`config.mk`:
```
export PLATFORM = sky130hd
export DESIGN_NAME = ospf_neighbor_fsm_core
export DESIGN_NICKNAME = d
export VERILOG_FILES = /design/src/rtl/onfsm_pkg.sv /design/src/rtl/onfsm_step.sv /design/src/rtl/ospf_neighbor_fsm_core.sv
export VERILOG_INCLUDE_DIRS = /design/src /design/src/rtl
export SDC_FILE = /design/constraint.sdc
export NUM_CORES = 1
export LEC_CHECK = 0
export BUFFER_PORTS_ARGS = -buffer_cell sky130_fd_sc_hd__buf_4
export CAP_MARGIN = 20
export CORE_MARGIN = 2
export CORE_UTILIZATION = 55
export DETAILED_ROUTE_END_ITERATION = 8
export GPL_TIMING_DRIVEN = 0
export PLACE_DENSITY = 0.87
export SYNTH_ARGS = -nofsm -noshare
export SYNTH_HDL_FRONTEND = slang
export SYNTH_SLANG_ARGS = --single-unit
export TNS_END_PERCENT = 20
```
`constraint.sdc`:
```
create_clock -name clk -period 3.65 [get_ports clk]
set_input_delay 0.1825 -clock clk [delete_from_list [all_inputs] [get_ports clk]]
set_output_delay 0.1825 -clock clk [all_outputs]
set_load 0.02 [all_outputs]
```
`src/rtl/assert_macros.svh`:
```
// assertion macros for the rtl files that check themselves (ospf_neighbor_fsm_core)
// depends on nothing; each macro expects signals named clk and rst in scope
`ifndef ASSERT_MACROS_SVH
`define ASSERT_MACROS_SVH

// same-cycle implication, off while in reset
`define ASSERT_IMPL(label, ante, cons) \
  label: assert property (@(posedge clk) disable iff (rst) (ante) |-> (cons)) \
    else $error("assertion failed: same-cycle implication");

// next-cycle implication, off while in reset
`define ASSERT_NEXT(label, ante, cons) \
  label: assert property (@(posedge clk) disable iff (rst) (ante) |=> (cons)) \
    else $error("assertion failed: next-cycle implication");

`endif

```
`src/rtl/onfsm_pkg.sv`:
```
// types, codes and helpers for the ospf neighbour state machine
// no dependencies; used by onfsm_step and ospf_neighbor_fsm_core
package onfsm_pkg;

  localparam int unsigned IdWidth    = 32;
  localparam int unsigned CmdWidth   = 4;
  localparam int unsigned InWidth    = 72;
  localparam int unsigned OutWidth   = 32;

  // neighbour states, one-hot
  typedef enum logic [6:0] {
    ST_DOWN     = 7'b0000001,
    ST_INIT     = 7'b0000010,
    ST_TWOWAY   = 7'b0000100,
    ST_EXSTART  = 7'b0001000,
    ST_EXCHANGE = 7'b0010000,
    ST_LOADING  = 7'b0100000,
    ST_FULL     = 7'b1000000
  } state_t;

  // state codes as seen on the result
  localparam logic [2:0] CODE_DOWN     = 3'd0;
  localparam logic [2:0] CODE_INIT     = 3'd1;
  localparam logic [2:0] CODE_TWOWAY   = 3'd2;
  localparam logic [2:0] CODE_EXSTART  = 3'd3;
  localparam logic [2:0] CODE_EXCHANGE = 3'd4;
  localparam logic [2:0] CODE_LOADING  = 3'd5;
  localparam logic [2:0] CODE_FULL     = 3'd6;

  // event codes
  typedef enum logic [3:0] {
    EV_HELLO       = 4'd0,
    EV_TWOWAY      = 4'd1,
    EV_NEGDONE     = 4'd2,
    EV_EXCHDONE    = 4'd3,
    EV_LOADDONE    = 4'd4,
    EV_ADJOK       = 4'd5,
    EV_SEQMISMATCH = 4'd6,
    EV_BADREQ      = 4'd7,
    EV_ONEWAY      = 4'd8,
    EV_INACTIVITY  = 4'd9
  } event_t;

  // interface roles
  localparam logic [1:0] ROLE_OTHER = 2'd0;

  // description exchange flags: master, more, init
  localparam logic [2:0] FL_MASTER = 3'b100;
  localparam logic [2:0] FL_MORE   = 3'b010;
  localparam logic [2:0] FL_INIT   = 3'b001;
  localparam logic [2:0] FL_START  = FL_MASTER | FL_MORE | FL_INIT;

  // one result item, last field in the lowest bits
  typedef struct packed {
    logic [15:0] change_count;
    logic [2:0]  dd_flags;
    logic        stop_dd_retrans;
    logic        clear_dr_bdr;
    logic        restart_inactivity;
    logic        clear_lsa_lists;
    logic        signal_neighbor_change;
    logic        send_lsreq;
    logic        send_dd;
    logic        full_transition;
    logic        state_changed;
    logic [2:0]  neighbor_state;
  } result_t;

  // one event as held in the input register
  typedef struct packed {
    event_t             cmd;
    logic [1:0]         iface_role;
    logic [IdWidth-1:0] dr_id;
    logic [IdWidth-1:0] bdr_id;
    logic               request_list_empty;
  } event_item_t;

  function automatic logic [2:0] state_code(input state_t s);
    logic [2:0] c;
    case (s)
      ST_DOWN:     c = CODE_DOWN;
      ST_INIT:     c = CODE_INIT;
      ST_TWOWAY:   c = CODE_TWOWAY;
      ST_EXSTART:  c = CODE_EXSTART;
      ST_EXCHANGE: c = CODE_EXCHANGE;
      ST_LOADING:  c = CODE_LOADING;
      ST_FULL:     c = CODE_FULL;
      default:     c = CODE_DOWN;
    endcase
    return c;
  endfunction

endpackage

```
`src/rtl/onfsm_step.sv`:
```
// next-state and action logic for one neighbour event
// depends on onfsm_pkg
module onfsm_step (
  input  onfsm_pkg::event_item_t          item,
  input  onfsm_pkg::state_t               state,
  input  logic [2:0]                      flags,
  input  logic [15:0]                     count,
  input  logic [onfsm_pkg::IdWidth-1:0]   nbr_id,
  output onfsm_pkg::state_t               state_next,
  output logic [2:0]                      flags_next,
  output logic [15:0]                     count_next,
  output onfsm_pkg::result_t              res
);
  import onfsm_pkg::*;

  logic need;
  logic changed;
  logic at_most_init;
  logic from_exstart;
  logic from_exchange;
  logic send_dd, send_lsreq, nchg, clr, restart, clr_drbdr, stop_dd;

  assign need = (item.iface_role != ROLE_OTHER) ||
                (nbr_id == item.dr_id) || (nbr_id == item.bdr_id);

  assign at_most_init  = (state == ST_DOWN) || (state == ST_INIT);
  assign from_exchange = (state == ST_EXCHANGE) || (state == ST_LOADING) ||
                         (state == ST_FULL);
  assign from_exstart  = (state == ST_EXSTART) || from_exchange;

  always_comb begin
    state_next = state;
    flags_next = flags;
    send_dd    = 1'b0;
    send_lsreq = 1'b0;
    nchg       = 1'b0;
    clr        = 1'b0;
    restart    = 1'b0;
    clr_drbdr  = 1'b0;
    stop_dd    = 1'b0;
    case (item.cmd)
      EV_HELLO: begin
        restart = 1'b1;
        if (state == ST_DOWN) state_next = ST_INIT;
      end
      EV_TWOWAY: begin
        if (at_most_init) begin
          nchg = 1'b1;
          if (need) begin
            state_next = ST_EXSTART;
            flags_next = FL_START;
            send_dd    = 1'b1;
          end else begin
            state_next = ST_TWOWAY;
          end
        end
      end
      EV_NEGDONE: begin
        if (state == ST_EXSTART) begin
          state_next = ST_EXCHANGE;
          flags_next = flags & ~FL_INIT;
        end
      end
      EV_EXCHDONE: begin
        if (state == ST_EXCHANGE) begin
          stop_dd = 1'b1;
          if (item.request_list_empty) begin
            state_next = ST_FULL;
          end else begin
            state_next = ST_LOADING;
            send_lsreq = 1'b1;
          end
        end
      end
      EV_LOADDONE: begin
        if (state == ST_LOADING) state_next = ST_FULL;
      end
      EV_ADJOK: begin
        if (state == ST_TWOWAY) begin
          if (need) begin
            state_next = ST_EXSTART;
            flags_next = FL_START;
            send_dd    = 1'b1;
          end
        end else if (from_exstart && !need) begin
          state_next = ST_TWOWAY;
          clr        = 1'b1;
        end
      end
      EV_SEQMISMATCH, EV_BADREQ: begin
        if (from_exchange) begin
          state_next = ST_EXSTART;
          flags_next = FL_START;
          clr        = 1'b1;
          send_dd    = 1'b1;
        end
      end
      EV_ONEWAY: begin
        if (!at_most_init) begin
          state_next = ST_INIT;
          nchg       = 1'b1;
          clr        = 1'b1;
        end
      end
      EV_INACTIVITY: begin
        state_next = ST_DOWN;
        clr_drbdr  = 1'b1;
        clr        = 1'b1;
        nchg       = 1'b1;
      end
      default: begin
      end
    endcase
  end

  assign changed    = (state_next != state);
  assign count_next = changed ? count + 16'd1 : count;

  always_comb begin
    res.neighbor_state         = state_code(state_next);
    res.state_changed          = changed;
    res.full_transition        = changed && ((state == ST_FULL) || (state_next == ST_FULL));
    res.send_dd                = send_dd;
    res.send_lsreq             = send_lsreq;
    res.signal_neighbor_change = nchg;
    res.clear_lsa_lists        = clr;
    res.restart_inactivity     = restart;
    res.clear_dr_bdr           = clr_drbdr;
    res.stop_dd_retrans        = stop_dd;
    res.dd_flags               = flags_next;
    res.change_count           = count_next;
  end

endmodule

```
`src/rtl/ospf_neighbor_fsm_core.sv`:
```
// top level of the ospf neighbour state machine: input register, event logic, result register
// depends on onfsm_pkg, onfsm_step and assert_macros.svh
//
// channel   direction  tdata / payload                                 tuser
// s_axis    in         iface_role, dr_id, bdr_id, request_list_empty   cmd
// m_axis    out        result fields, see onfsm_pkg::result_t          -
// cfg       in         neighbor_router_id                              -
//
// one event per cycle sustained while m_axis is ready; an event's result reaches m_axis
// through the input register, then the result register written by onfsm_step
// the neighbour state, flags and change count update as the event moves into the
// result register, so back-to-back events see each other's state with no bubble
// rst (synchronous) sets Down, clears flags, count, router id and both valids
// a stalled m_axis holds the result and fills the input register, then s_axis stalls
`include "assert_macros.svh"

module ospf_neighbor_fsm_core (
  input  logic                          clk,
  input  logic                          rst,
  // input events
  input  logic                          s_axis_tvalid,
  output logic                          s_axis_tready,
  // [1:0] iface_role, [33:2] dr_id, [65:34] bdr_id, [66] request_list_empty, rest zero
  input  logic [onfsm_pkg::InWidth-1:0] s_axis_tdata,
  // [3:0] cmd
  input  logic [onfsm_pkg::CmdWidth-1:0] s_axis_tuser,
  // results
  output logic                          m_axis_tvalid,
  input  logic                          m_axis_tready,
  // [2:0] neighbor_state, [3] state_changed, [4] full_transition, [5] send_dd,
  // [6] send_lsreq, [7] signal_neighbor_change, [8] clear_lsa_lists,
  // [9] restart_inactivity, [10] clear_dr_bdr, [11] stop_dd_retrans,
  // [14:12] dd_flags, [30:15] change_count, [31] zero
  output logic [onfsm_pkg::OutWidth-1:0] m_axis_tdata,
  // neighbour router id register
  input  logic                          cfg_valid,
  output logic                          cfg_ready,
  input  logic [onfsm_pkg::IdWidth-1:0] cfg_data
);
  import onfsm_pkg::*;

  // configuration
  logic [IdWidth-1:0] nbr_id;

  // input register
  logic        in_valid;
  event_item_t in_item;

  // neighbour context
  state_t      state;
  state_t      state_next;
  logic [2:0]  flags;
  logic [2:0]  flags_next;
  logic [15:0] count;
  logic [15:0] count_next;

  // result register
  logic    out_valid;
  result_t out_res;
  result_t res_next;

  logic adv;       // result register may take a new item this cycle
  logic fire;      // event moves from input register into result register
  logic in_take;   // s_axis transfer

  assign cfg_ready = 1'b1;

  assign adv           = !out_valid || m_axis_tready;
  assign fire          = in_valid && adv;
  assign s_axis_tready = !in_valid || adv;
  assign in_take       = s_axis_tvalid && s_axis_tready;

  // register write, taken whenever offered
  always_ff @(posedge clk) begin
    if (rst) begin
      nbr_id <= '0;
    end else if (cfg_valid) begin
      nbr_id <= cfg_data;
    end
  end

  // input register: refilled as it empties
  always_ff @(posedge clk) begin
    if (rst) begin
      in_valid <= 1'b0;
    end else if (s_axis_tready) begin
      in_valid <= s_axis_tvalid;
    end
  end

  always_ff @(posedge clk) begin
    if (in_take) begin
      in_item.cmd                <= event_t'(s_axis_tuser);
      in_item.iface_role         <= s_axis_tdata[1:0];
      in_item.dr_id              <= s_axis_tdata[33:2];
      in_item.bdr_id             <= s_axis_tdata[65:34];
      in_item.request_list_empty <= s_axis_tdata[66];
    end
  end

  onfsm_step u_step (
    .item       (in_item),
    .state      (state),
    .flags      (flags),
    .count      (count),
    .nbr_id     (nbr_id),
    .state_next (state_next),
    .flags_next (flags_next),
    .count_next (count_next),
    .res        (res_next)
  );

  // neighbour context commits with the event
  always_ff @(posedge clk) begin
    if (rst) begin
      state <= ST_DOWN;
      flags <= '0;
      count <= '0;
    end else if (fire) begin
      state <= state_next;
      flags <= flags_next;
      count <= count_next;
    end
  end

  // result register
  always_ff @(posedge clk) begin
    if (rst) begin
      out_valid <= 1'b0;
    end else if (adv) begin
      out_valid <= in_valid;
    end
  end

  always_ff @(posedge clk) begin
    if (fire) begin
      out_res <= res_next;
    end
  end

  assign m_axis_tvalid = out_valid;
  assign m_axis_tdata  = {1'b0, out_res};

  // checks
  // state register stays one-hot
  `ASSERT_IMPL(a_state_onehot, 1'b1, $onehot(state))
  // a moving event always lands in the result register
  `ASSERT_NEXT(a_fire_fills, fire, out_valid)
  // the change count steps by exactly one on a state change
  `ASSERT_NEXT(a_count_step, fire && res_next.state_changed, count == $past(count) + 16'd1)
  // a full transition is always a state change
  `ASSERT_IMPL(a_full_is_change, out_valid && out_res.full_transition, out_res.state_changed)

endmodule
```
; After elaboration in Yosys (flattened, before gate mapping)
; Cells that the tools add are included.
[totals]
register_bits = 162
word_cells = 105
[op_classes]
add_sub_neg = 1
eq_ne = 25
n_mux = 36
reduce_logical = 20
[op_table]
columns = operator, n
row1 = $mux W7, 11
row2 = $eq A32 B32 Y1, 2
row3 = $pmux W7 S9, 1
row4 = $pmux W3 S6, 1
row5 = $add A16 B1 Y16 const B, 1
row6 = $eq A4 B3 Y1 const B, 4
row7 = $mux W16, 1
row8 = $eq A7 B2 Y1 const B, 2
row9 = $eq A7 B3 Y1 const B, 2
row10 = $eq A7 B4 Y1 const B, 2
row11 = $eq A7 B5 Y1 const B, 2
row12 = $eq A7 B6 Y1 const B, 2
row13 = $eq A7 B7 Y1 const B, 2
row14 = $mux W1, 13
row15 = $mux W3, 4
row16 = $pmux W3 S4, 1
row17 = $logic_or A1 B1 Y1, 9
row18 = $eq A4 B2 Y1 const B, 2
row19 = $eq A4 B4 Y1 const B, 2
row20 = $eq A7 B1 Y1 const B, 1
row21 = $ne A7 B7 Y1, 1
row22 = $pmux W1 S3, 2
row23 = $eq A4 B1 Y1 const B, 1
row24 = $logic_and A1 B1 Y1, 4
row25 = 7 further kinds, 9

; Logic depth before layout (Yosys ltp)
[depth]
depth_word = 11
depth_mapped = 14
mapped_depth_nobuf = 10

; Hierarchy
; A second synthesis with hierarchy kept.
[unflattened]
cells_unflattened = 671
area_unflattened_um2 = 7868.8
[by_module_without_submodules]
columns = mod, instances, cells_per_inst, area_each_um2, seq_area_each_um2
row1 = ospf_neighbor_fsm_core, 1, 332, 5459.0, 4264.1
row2 = onfsm_step, 1, 339, 2409.8, 0.0

; Least setup slack after synthesis
; OpenSTA, ideal clock, no wires.
[synth_path]
path_kind = flip-flop to flip-flop
from = register out_valid (netlist: m_axis_tvalid)
to = register in_item[0] (netlist name) (enable)
setup_ns = 0.437
arrival_ns = 2.432
setup_slack_ns = 0.782
path_stages_with_launch = 4
cell_sequence = dfxtp_1 nor2b_1 nand2_1 and2_1
[synth_via]
elab_chain_len = 4
[synth_rtl]
columns = element, line
row1 = from (decl), ospf_neighbor_fsm_core.sv:58  ; logic out_valid;
row2 = from (signal assigned), ospf_neighbor_fsm_core.sv:131  ; out_valid <= in_valid;
row3 = $logic_not A1 Y1, ospf_neighbor_fsm_core.sv:68  ; assign adv = !out_valid || m_axis_tready;
row4 = $logic_or A1 B1 Y1, ospf_neighbor_fsm_core.sv:68
row5 = $logic_or A1 B1 Y1, ospf_neighbor_fsm_core.sv:70  ; assign s_axis_tready = !in_valid || adv;
row6 = via s_axis_tready, ospf_neighbor_fsm_core.sv:22  ; output logic s_axis_tready,
row7 = $logic_and A1 B1 Y1, ospf_neighbor_fsm_core.sv:71  ; assign in_take = s_axis_tvalid && s_axis_tready;
row8 = via in_take, ospf_neighbor_fsm_core.sv:64  ; logic in_take;
row9 = to (decl), ospf_neighbor_fsm_core.sv:47  ; event_item_t in_item;
; The timed path passes the listed nets, and every way through them passes these cells.
; A chain may end at the register's enable or synchronous reset.

; Worst setup path in the final report
[layout_path]
from = register state[4]
to = register out_res (netlist bit m_axis_tdata[20]) (data pin)
[layout_via]
elab_chain_len = 10
word_cells_on_any_way = 25
cone_classes = 8 x eq/ne / 12 x mux / 5 x reduce/logical
[layout_rtl]
columns = element, line
row1 = from (decl), ospf_neighbor_fsm_core.sv:50  ; state_t state;
row2 = from (signal assigned), ospf_neighbor_fsm_core.sv:120  ; state <= state_next;
row3 = $eq A7 B5 Y1 / $eq A7 B6 Y1 (equally long branches), "onfsm_step.sv:27, onfsm_step.sv:65, onfsm_step.sv:76"
row4 = $logic_or A1 B1 Y1 (2 in a row), onfsm_step.sv:27  ; assign from_exchange = (state == ST_EXCHANGE) || (state == ST_LOADING) ||
row5 = $logic_or A1 B1 Y1, onfsm_step.sv:29  ; assign from_exstart = (state == ST_EXSTART) || from_exchange;
row6 = $logic_and A1 B1 Y1, onfsm_step.sv:85  ; end else if (from_exstart && !need) begin
row7 = $mux W7, onfsm_step.sv:85
row8 = $mux W7, onfsm_step.sv:79  ; if (state == ST_TWOWAY) begin
row9 = $pmux W7 S9, onfsm_step.sv:41  ; case (item.cmd)
row10 = $ne A7 B7 Y1 (*), onfsm_step.sv:116  ; assign changed = (state_next != state);
row11 = $mux W16 (*), onfsm_step.sv:117  ; assign count_next = changed ? count + 16'd1 : count;
row12 = via count_next[5], ospf_neighbor_fsm_core.sv:55  ; logic [15:0] count_next;
row13 = to (signal assigned), ospf_neighbor_fsm_core.sv:137  ; out_res <= res_next;
row14 = to (decl), ospf_neighbor_fsm_core.sv:59  ; result_t out_res;
; The timed path passes the listed nets; every way through them passes the cells marked *.

==> results.toml <==
[yosys]
ys.flop_type = "edfxtp_1"
synth_edf_count = 102
synthCells = 658
synth_cell_types = 66
synthArstFlopShare = 0
synth_seq_area_share = 0.569
syn_nets = 772
ys_warn_count = 0
synth_area_per_cell_um2 = 11.4
synth-seq-cells = 162
netlist_area_mm2 = 0.00749

[global_route]
met3_usage = 0.0665
grt_use_met2 = 0.555
antenna_found_initial = 1
grtUsageTotal = 0.307
grt_remaining_overflow = 0
met1_usage = 0.350
grt_pass1_vias = 6408
grt_max_degree = 72
grt_pass1_wl_mm = 33.7
top_usage_layer = "met2"

[layout]
fillers = 824
finalNonFillerCells = 1085
multi_input_area_mm2 = 0.00299
final_layout_size_suffix_gt1_frac = 0.229
synthToLayoutAreaGrowth_pct = 34.9
ff_latch_area_mm2 = 0.00426
utilization = 0.760
nNetsFinal = 1009

[setup_path]
worst_setup_path_end_kind = "flip-flop"
cp.required_ps = 3820
critPathArrivalTime_ps = 3690
reg2reg_depth = 13
cp-startpoint = "state[4]"
startpoint_type = "flip-flop"
critPathMaxFanout = 10
endpoint = "m_axis_tdata[20]"
ff2ff_setup_slack_ps = 130
path_class = "reg2reg"
regToRegEndpoint = "m_axis_tdata[20]"
r2r-start = "state[4]"

[cts]
cts_tree = "yes"
worst_skew_pair.late_latency_ps = 430
path_clk_slew_ps = 60
h-tree-depth = 4
cts_root_buf = "clkbuf_16"
clock_sinks = 162
clock_path_buffers = 2
cts_buffers = 17

[pwr]
powerDensity_mw_per_mm2 = 437
p_leak_nw = 3.96
ir_worst_vdd_mv = 0.515

[detailed_routing]
wirelength_mm = 22.0
via_count = 6293
vias_per_cell = 5.80
dr.pass1.iters = 7
drt_iter0_markers = 517
antenna_left = 0
wire_per_inst_um = 20.3
route.detailed.drc = 0

[place]
gp_congestion = 0.888
dp_slack_ps = 224
dpl.hpwl_mm = 13.4
port_buffers = 138
dp_cells = 972

[floorplanning]
start_util = 0.564
core_mm2 = 0.0133
rows = 42
die_area_mm2 = 0.0146
ios = 148
die_h_um = 121
dieWidth_um = 121

[sta]
timing.fmax_mhz = 284
rsz0062_at_grt = "false"
post-route-period-util = 0.966
final.min_clock_period_ps = 3520
fin_tns_setup_ps = 0
worst_pin_slew_ps = 953
relSlewSlack = 0.365
setup_viol = 0
final_hold_viol_count = 0
finClkSkew_ps = 7.52
fin_worst_hold_slack_ps = 0.946
timing.final.ws_setup_ps = 125
report.final.slew_viol_count = 0

[worst_hold_path]
hold_path.class = "in2reg"
hold_path.startpoint = "cfg_data[18]"

[run]
cap_viol_max_count = 0

[run_status]
status = "complete, no violations"
## cells in the mapped netlist, drive strengths merged (4+ instances only)
master | n | share of area
xor2 | 18 | 0.021
a21oi | 29 | 0.019
nand4 | 21 | 0.018
a21o | 4 | 0.0040
xnor2 | 70 | 0.082
o21ai | 13 | 0.0087
o211ai | 4 | 0.0040
or4 | 8 | 0.0080
a31oi | 5 | 0.0050
or2 | 5 | 0.0042
and3 | 8 | 0.0067
nand3b | 7 | 0.0070
a311oi | 4 | 0.0055
o31ai | 13 | 0.013
nand3 | 17 | 0.011
a211oi | 4 | 0.0040
inv | 11 | 0.0055
and2 | 4 | 0.0033
nor4 | 7 | 0.0078
nand2 | 21 | 0.011
clkbuf | 15 | 0.0077
buf | 24 | 0.021
nor2 | 94 | 0.047
or3 | 4 | 0.0033
nor3 | 15 | 0.012
dfxtp | 60 | 0.16
edfxtp | 102 | 0.41
mux2i | 34 | 0.045
## cells in the final DEF (no fill, tap or decap), types with 4 or more instances in the layout
master         count
mux2i_1           34
a21o_1             4
clkbuf_16         17
nor4_1             5
nor2_1            94
clkinv_2           4
inv_1             10
o21ai_0           11
a21oi_1           29
nor3_1            12
and3_1             8
clkbuf_1          15
o31ai_1           13
or3_1              4
buf_1              6
buf_2              9
buf_4            141
edfxtp_1         102
nand4_1           21
dfxtp_1           60
xor2_1            18
a211oi_1           4
a31oi_1            4
dlygate4sd3_1     80
nand3_1           17
o211ai_1           4
nand3b_1           7
or4_1              8
nand2_1           21
or2_2              5
xnor2_1           70
buf_6              4
## cell type report
cell class,count,area share
flip-flops and latches,162,0.422
clock inverters,11,0.00767
well taps,176,0.0218
inverters,11,0.00408
diodes,1,0.000248
multi-input cells,446,0.296
repair buffers,218,0.182
plain buffers,39,0.0212
clock buffers,21,0.0456
## timing repair
action / CTS / global route
hold buffers: 79 / 1
endpoints found under the setup margin: 0 / 7
hold endpoints to repair: 79 / 1
setup buffers: 0 / 0
resized for setup: 0 / 3
## state kept, by name (all words and copies together), names as in the netlist
signal and cells:
in_item 71, nbr_id 32, m_axis_tdata 31, count 16
state 7, flags 3, in_valid 1, m_axis_tvalid 1
## metrics by stage
step           instance area [um2]  total power, mW
2_1_floorplan                 7490             2.49
3_3_place_gp                  8750             2.69
3_5_place_dp                  8750             2.71
4_1_cts                      10100             4.37
5_1_grt                      10100             4.54
6_report                     10100             4.42
## logic make-up (layout without fill, tap and decap cells)
group | count (synthesis) | in the layout | share of synthesized area
XOR/XNOR | 88 | 88 | 0.103
AND/OR/NAND/NOR | 222 | 222 | 0.150
flip-flops | 162 | 162 | 0.569
multiplexers | 35 | 35 | 0.0474
buffers and inverters | 50 | 300 | 0.0337
AO/OA/AOI/OAI | 98 | 98 | 0.0943
other | 2 | 3 | 0.00100
adder cells (fa/ha/maj) | 1 | 1 | 0.00167
## routing by layer
| metal | part of all wire | up-vias |
|---|---|---|
| met2 | 0.53 | 357 |
| met4 | 0.033 | 0 |
| met1 | 0.36 | 2998 |
| li1 | - | 2878 |
| met5 | 0 | - |
| met3 | 0.076 | 60 |
## how the worst min path moves through the flow
stage                        endpoint  depth (start not counted)
after floorplan            in_item[0]                          0
after global placement    in_item[49]                          1
after detailed placement  in_item[10]                          1
after CTS                  nbr_id[25]                          3
after global routing       nbr_id[18]                          3
final                      nbr_id[18]                          3
## power breakdown
group | switching (mW) | leakage [nW] | internal, mW
Clock | 0.736 | 0.260 | 0.907
Combinational | 0.343 | 2.23 | 0.319
Sequential | 0.0616 | 1.47 | 2.05
## critical path, cell delays in order (launching register included)
cell and delay, ps:
dfxtp_1 320, buf_6 140, nor3_4 370, nand2_1 130, a41oi_1 360, nor2_1 160
a2111o_1 350, a2111oi_2 510, and3_1 260, buf_6 140, buf_8 150, buf_6 150
nor2_1 70, xor2_1 150
No activity file was read; power rests on OpenSTA's default activity.
